===== config.mk =====
export PLATFORM = sky130hd
export DESIGN_NAME = sarsa_ctrl
export DESIGN_NICKNAME = d
export VERILOG_FILES = /design/src/rtl/sarsa_lambda_update_defines.svh /design/src/rtl/sarsa_pkg.sv /design/src/rtl/sarsa_ctrl.sv
export SDC_FILE = /design/constraint.sdc
export NUM_CORES = 1
export LEC_CHECK = 0
export BUFFER_PORTS_ARGS = -buffer_cell sky130_fd_sc_hd__buf_4
export CORE_MARGIN = 2
export CORE_UTILIZATION = 44
export CTS_CLUSTER_DIAMETER = 60
export DETAILED_ROUTE_END_ITERATION = 10
export PLACE_DENSITY = 0.82
export SYNTH_ARGS = -nofsm -noshare
export SYNTH_HDL_FRONTEND = slang
export SYNTH_SLANG_ARGS = --single-unit

===== constraint.sdc =====
create_clock -name clk -period 1.6 [get_ports clk]
set_input_delay 0.08 -clock clk [delete_from_list [all_inputs] [get_ports clk]]
set_output_delay 0.08 -clock clk [all_outputs]
set_load 0.02 [all_outputs]

===== src/rtl/sarsa_lambda_update_defines.svh =====
// Assertion macros shared by the SARSA(lambda) update block.
`ifndef SARSA_LAMBDA_UPDATE_DEFINES_SVH
`define SARSA_LAMBDA_UPDATE_DEFINES_SVH

// The consequent must hold in the same cycle as the antecedent.
`define SARSA_ASSERT_SAME(label, ante, cons, msg) \
    label: assert property (@(posedge clk) disable iff (!rst_n) (ante) |-> (cons)) \
        else $error(msg);

// The consequent must hold in the cycle after the antecedent.
`define SARSA_ASSERT_NEXT(label, ante, cons, msg) \
    label: assert property (@(posedge clk) disable iff (!rst_n) (ante) |=> (cons)) \
        else $error(msg);

`endif


===== src/rtl/sarsa_pkg.sv =====
// Types, codes and helpers shared by the SARSA(lambda) update block.
`default_nettype none

package sarsa_pkg;

    localparam logic [16:0] ONE_Q16 = 17'd65536;

    localparam logic [1:0] CMD_TRACE  = 2'd0;
    localparam logic [1:0] CMD_DIRECT = 2'd1;
    localparam logic [1:0] CMD_END    = 2'd2;
    localparam logic [1:0] CMD_FILL   = 2'd3;

    localparam logic [2:0] CFG_DISCOUNT    = 3'd0;
    localparam logic [2:0] CFG_TRACE_DECAY = 3'd1;
    localparam logic [2:0] CFG_RATE        = 3'd2;
    localparam logic [2:0] CFG_BASELINE    = 3'd3;
    localparam logic [2:0] CFG_INITIAL     = 3'd4;

    localparam logic [2:0] JOB_NONE   = 3'd0;
    localparam logic [2:0] JOB_TRACE  = 3'd1;
    localparam logic [2:0] JOB_DIRECT = 3'd2;
    localparam logic [2:0] JOB_CLR    = 3'd3;
    localparam logic [2:0] JOB_FILL   = 3'd4;

    typedef struct packed {
        logic [1:0]         command;
        logic signed [31:0] reward;
        logic [5:0]         cur_state;
        logic [1:0]         cur_action;
        logic [5:0]         nxt_state;
        logic [1:0]         nxt_action;
    } sarsa_in_t;

    typedef struct packed {
        logic signed [31:0] td_error;
        logic               td_valid;
    } sarsa_out_t;

    // Sequencer commands to the datapath for one cycle.
    typedef struct packed {
        logic rd_en;
        logic upd_en;
        logic trace_mode;
        logic vn_cap;
        logic vp_cap;
        logic td_mul;
        logic td_calc;
        logic val_wr;
        logic val_fill;
        logic trc_wr;
    } sarsa_ctl_t;

    function automatic logic signed [31:0] sat32(input logic signed [35:0] v);
        logic signed [31:0] r;
        if (v > 36'sh0_7FFF_FFFF)
            r = 32'sh7FFF_FFFF;
        else if (v < -36'sh0_8000_0000)
            r = -32'sh8000_0000;
        else
            r = v[31:0];
        return r;
    endfunction

endpackage

`default_nettype wire


===== src/rtl/sarsa_ctrl.sv =====
// Sequencer that walks the table and drives the shared update pipeline.
`default_nettype none

module sarsa_ctrl
    import sarsa_pkg::*;
#(
    parameter int ENTRIES = 256
)
(
    input  wire logic                                   clk,
    input  wire logic                                   rst_n,
    input  wire logic                                   go,
    input  wire logic [2:0]                             job,
    input  wire logic [(ENTRIES > 1 ? $clog2(ENTRIES) : 1)-1:0] nidx,
    input  wire logic [(ENTRIES > 1 ? $clog2(ENTRIES) : 1)-1:0] uidx,
    input  wire logic                                   pipe_busy,
    output sarsa_ctl_t                                  ctl,
    output logic [(ENTRIES > 1 ? $clog2(ENTRIES) : 1)-1:0] addr,
    output logic                                        busy,
    output logic                                        done
);

    localparam int IDX_W = ENTRIES > 1 ? $clog2(ENTRIES) : 1;
    localparam logic [IDX_W-1:0] LAST = IDX_W'(ENTRIES - 1);

    localparam logic [3:0] ST_CLEAR = 4'd0;
    localparam logic [3:0] ST_IDLE  = 4'd1;
    localparam logic [3:0] ST_RD_N  = 4'd2;
    localparam logic [3:0] ST_RD_U  = 4'd3;
    localparam logic [3:0] ST_MUL   = 4'd4;
    localparam logic [3:0] ST_TD    = 4'd5;
    localparam logic [3:0] ST_SWEEP = 4'd6;
    localparam logic [3:0] ST_ONE   = 4'd7;
    localparam logic [3:0] ST_DRAIN = 4'd8;
    localparam logic [3:0] ST_WIPE  = 4'd9;
    localparam logic [3:0] ST_DONE  = 4'd10;

    logic [3:0]       state_reg, state_next;
    logic [IDX_W-1:0] cnt_reg, cnt_next;
    logic [2:0]       job_reg, job_next;

    always_ff @(posedge clk or negedge rst_n)
    begin
        if (!rst_n)
        begin
            state_reg <= ST_CLEAR;
            cnt_reg   <= '0;
            job_reg   <= JOB_NONE;
        end
        else
        begin
            state_reg <= state_next;
            cnt_reg   <= cnt_next;
            job_reg   <= job_next;
        end
    end

    always_comb
    begin
        state_next = state_reg;
        cnt_next   = cnt_reg;
        job_next   = job_reg;
        ctl        = '0;
        addr       = cnt_reg;
        case (state_reg)
            ST_CLEAR:
            begin
                ctl.val_wr = 1'b1;
                ctl.trc_wr = 1'b1;
                cnt_next   = cnt_reg + 1'b1;
                if (cnt_reg == LAST)
                begin
                    cnt_next   = '0;
                    state_next = ST_IDLE;
                end
            end
            ST_IDLE:
            begin
                if (go)
                begin
                    job_next = job;
                    cnt_next = '0;
                    if (job inside {JOB_TRACE, JOB_DIRECT})
                        state_next = ST_RD_N;
                    else if (job inside {JOB_CLR, JOB_FILL})
                        state_next = ST_WIPE;
                    else
                        state_next = ST_DONE;
                end
            end
            ST_RD_N:
            begin
                ctl.rd_en  = 1'b1;
                addr       = nidx;
                state_next = ST_RD_U;
            end
            ST_RD_U:
            begin
                ctl.rd_en  = 1'b1;
                ctl.vn_cap = 1'b1;
                addr       = uidx;
                state_next = ST_MUL;
            end
            ST_MUL:
            begin
                ctl.vp_cap = 1'b1;
                ctl.td_mul = 1'b1;
                state_next = ST_TD;
            end
            ST_TD:
            begin
                ctl.td_calc = 1'b1;
                state_next  = (job_reg == JOB_TRACE) ? ST_SWEEP : ST_ONE;
            end
            ST_SWEEP:
            begin
                ctl.rd_en      = 1'b1;
                ctl.upd_en     = 1'b1;
                ctl.trace_mode = 1'b1;
                cnt_next       = cnt_reg + 1'b1;
                if (cnt_reg == LAST)
                begin
                    cnt_next   = '0;
                    state_next = ST_DRAIN;
                end
            end
            ST_ONE:
            begin
                ctl.rd_en  = 1'b1;
                ctl.upd_en = 1'b1;
                addr       = uidx;
                state_next = ST_DRAIN;
            end
            ST_DRAIN:
            begin
                if (!pipe_busy)
                    state_next = ST_DONE;
            end
            ST_WIPE:
            begin
                if (job_reg == JOB_FILL)
                begin
                    ctl.val_wr   = 1'b1;
                    ctl.val_fill = 1'b1;
                end
                else
                begin
                    ctl.trc_wr = 1'b1;
                end
                cnt_next = cnt_reg + 1'b1;
                if (cnt_reg == LAST)
                begin
                    cnt_next   = '0;
                    state_next = ST_DONE;
                end
            end
            ST_DONE:
            begin
                state_next = ST_IDLE;
            end
            default:
            begin
                state_next = ST_IDLE;
            end
        endcase
    end

    assign busy = (state_reg != ST_IDLE);
    assign done = (state_reg == ST_DONE);

endmodule

`default_nettype wire


==> impl_results.md <==
- Synth Area in Simple Gates: 0.2688
- CTS tree: built
- Initial DRC count: 124
- Design Area, Final: 2007 um^2
- Slew HR: 0.7994
- DRC: 0
- P_leak: 1.001 nW
- Yosys cell types: 48
- Flops & latches, synth: 15
- Port bufs: 42
- Critical-path cell list: nand2b_4, nor3_4, buf_12, nor2_4, a21o_1, buf_6
- Initial core utilization: 0.4688
- Die ar.: 3118 um^2
- Peak supply drop: 1.832 mV
- Compound-Gate Fraction of Synth Area: 0.2614
- Clk_lat worst skew: 0.30 ns
- Clk sinks: 15
- Clock Skews: 0.005819 ns
- Area share of the largest cell type after synthesis: 0.3175
- Final hold vios: 0
- Failing checks: negative setup slack
- Crit path max fanout: 10
- RSZ-0062 raised after global routing: yes
- Setup violators final: 18
- Routability cong.: 0.8630
- CP Capture Type: primary output
- P&R area growth vs syn: 69.74%
- Antenna diodes: 0
- Drt wl/cell: 19.29 um
- FMAX: 575.7 MHz
- Final Max Tran Viols: 0
- Main synth FF type: dfrtp_1
- Total power: 4.202 mW
- Max cap viols: 0
- Post-synthesis mux area share: 0.07196
- Vias in the first global route: 1339
- Fin nets: 230
- Detailed Routing Iterations Pass 1: 4
- Synthesized instance count: 134
- Vias: 1450
- Initial antenna violation count: 0
- CTS Buf Count: 3
- Rows: 18
- Largest net degree at the start of global routing: 16
- Worst-Margin Slew: 0.2969 ns
- CP required: 1.52 ns
- DP Wirelength: 2727 um
- Synthesized cell area: 1182 um^2
- Ys Warns: 0
- Final setup TNS: -1.490 ns
- Post-route antenna net violation count: 0
- Cell taking the most area after synthesis: dfrtp_1
- Max reg flops: 8
- Post-Synth Adder-Cell Area: 0.01058
- Period Utilization, post-route: 1.086
- Worst Path Buf+Inv: 2
- Layout cell share with drive strength beyond 1: 0.5415
- Root Driver: clkbuf_4
- Status: finished with violations
- IO Pins: 43
- Post-synth ARST share: 1.000
- Die height: 55.84 um
- Fin crit period: 1.737 ns
- Top Family by Delay on Critical Path: flip-flops
- CORE AREA: 2522 um^2
- DP Area: 1683 um^2
- Max stage delay on crit path: 0.46 ns
- Largest family of logic cells by synthesized area: simple AND/OR/NAND/NOR gates
- Total Routing Usage GR: 0.2612
- Gr ovfl total: 0
- Post-synthesis sequential area ratio: 0.3175
- # H-tree levels: 1
- Die X: 55.84 um
- Routed wire length: 4533 um
- Hold crit path type: in -> reg
- Post-synthesis xor/xnor area fraction: 0.01481
- Number of synthesized flops with an enable pin: 0
- Post-Syn Nets: 158
- Max clock buf depth: 2
- Critical Path Source Type: flip-flop
- Clk slew on worst S/H paths: 0.10 ns
- Synthesized area per cell: 8.824 um^2
- Vias/cell: 6.170
- Crit path kind: reg -> out
- Critical Path AT: 1.66 ns
- Synth top area cells: dfrtp_1 (32%), a22o_1 (5.9%), a21o_1 (5.7%)
- Worst path slowest cell: dfrtp_2
- Crit path setup slack, layout: -0.1369 ns
- First-pass GRT wire length: 6444 um
- Pwr dens: 2094 nW/um^2
==> final timing paths <==
check | start | cells past startpoint | to | slack [ns]
setup reg to reg | state_reg[1] | 6 | cnt_reg[5] | -0.08
min in group asynchronous | rst_n | 2 | job_reg[0] | 0.16
hold / removal | job[2] | 2 | job_reg[2] | 0.02
hold reg to reg | job_reg[0] | 1 | job_reg[0] | 0.55
setup / recovery | state_reg[0] | 6 | addr[4] | -0.14
max in group asynchronous | rst_n | 2 | state_reg[2] | 1.25
==> cell usage after synthesis, types with 2 or more instances <==
cell / number
and3_1: 4
nor3_1: 2
nand3_1: 11
a22oi_1: 2
mux2_4: 3
o2bb2ai_1: 2
nand4_1: 2
clkbuf_1: 3
nor2_1: 6
a21o_1: 9
inv_1: 3
nor4bb_1: 2
mux2i_1: 4
nand2b_1: 4
o21ai_1: 3
a21oi_1: 4
buf_2: 4
o211ai_1: 2
a22o_1: 8
nand2_1: 10
a31oi_1: 5
dfrtp_1: 15
==> stage by stage <==
step | utilization | hold WS [ns] | std cells | setup slack (ns)
2_1_floorplan | - | -0.2156 | 134 | -0.03134
3_3_place_gp | 0.6672 | -0.05734 | 221 | -0.03964
3_5_place_dp | 0.6672 | -0.05422 | 221 | -0.1590
4_1_cts | 0.7614 | 0.02869 | 233 | -0.1241
5_1_grt | 0.7956 | 0.02980 | 235 | -0.1858
6_report | 0.7956 | 0.02378 | 235 | -0.1369
==> area by class of cell <==
cell class,count,area (um^2)
clock buffers,3,22.52
clock inverters,1,5.005
multi-input cells,106,877.1
fillers,146,515.5
inverters,4,15.01
repair buffers,76,670.6
flip-flops and latches,15,379.1
well taps,30,37.54
==> repair_timing <==
action	4_1_cts	5_1_grt
endpoints found under the setup margin	16	30
hold endpoints to repair	15	0
pin swaps	4	4
resized for setup	35	16
buffers inserted	7	1
cloned	0	1
hold buffers	1	0
==> layout by cell type, fill, tap and decap left out, types with 3 or more instances in the layout <==
cell type  count
nor2_1         3
nand2_1        8
dfrtp_1       12
nand2b_4       3
a22o_1         8
buf_4         52
mux2_4         3
and3_1         4
dfrtp_2        3
buf_6         20
clkbuf_4       3
a31oi_1        5
nand3_1       10
inv_1          3
a21o_1         8
mux2i_1        4
==> logic make-up (layout without fill, tap and decap cells) <==
logic type | after synthesis | in the layout
and+or+nand+nor | 54 | 54
adders and majority gates | 1 | 1
xor gates and xnor gates | 2 | 2
buffers and inverters | 13 | 84
muxes | 7 | 7
AOI/OAI and AO/OA | 42 | 42
DFF | 15 | 15
==> routing by layer <==
| layer | wire length (um) | share of wire | global-route usage | vias up |
|---|---|---|---|---|
| met2 | 2241 | 0.49 | 0.4405 | 112 |
| met3 | 380 | 0.084 | 0.04186 | 20 |
| met4 | 152 | 0.034 | 0.1122 | 0 |
| met1 | 1759 | 0.39 | 0.3299 | 670 |
| li1 | - | - | - | 648 |
| met5 | 0 | 0 | 0 | - |
==> power breakdown <==
group	total (mW)	internal, mW	leakage, nW	switching, mW
Sequential	0.697	0.534	0.189	0.163
Combinational	3.27	1.67	0.795	1.59
Clock	0.239	0.0933	0.0177	0.145
Note: power is estimated with default switching activity, not from simulation.
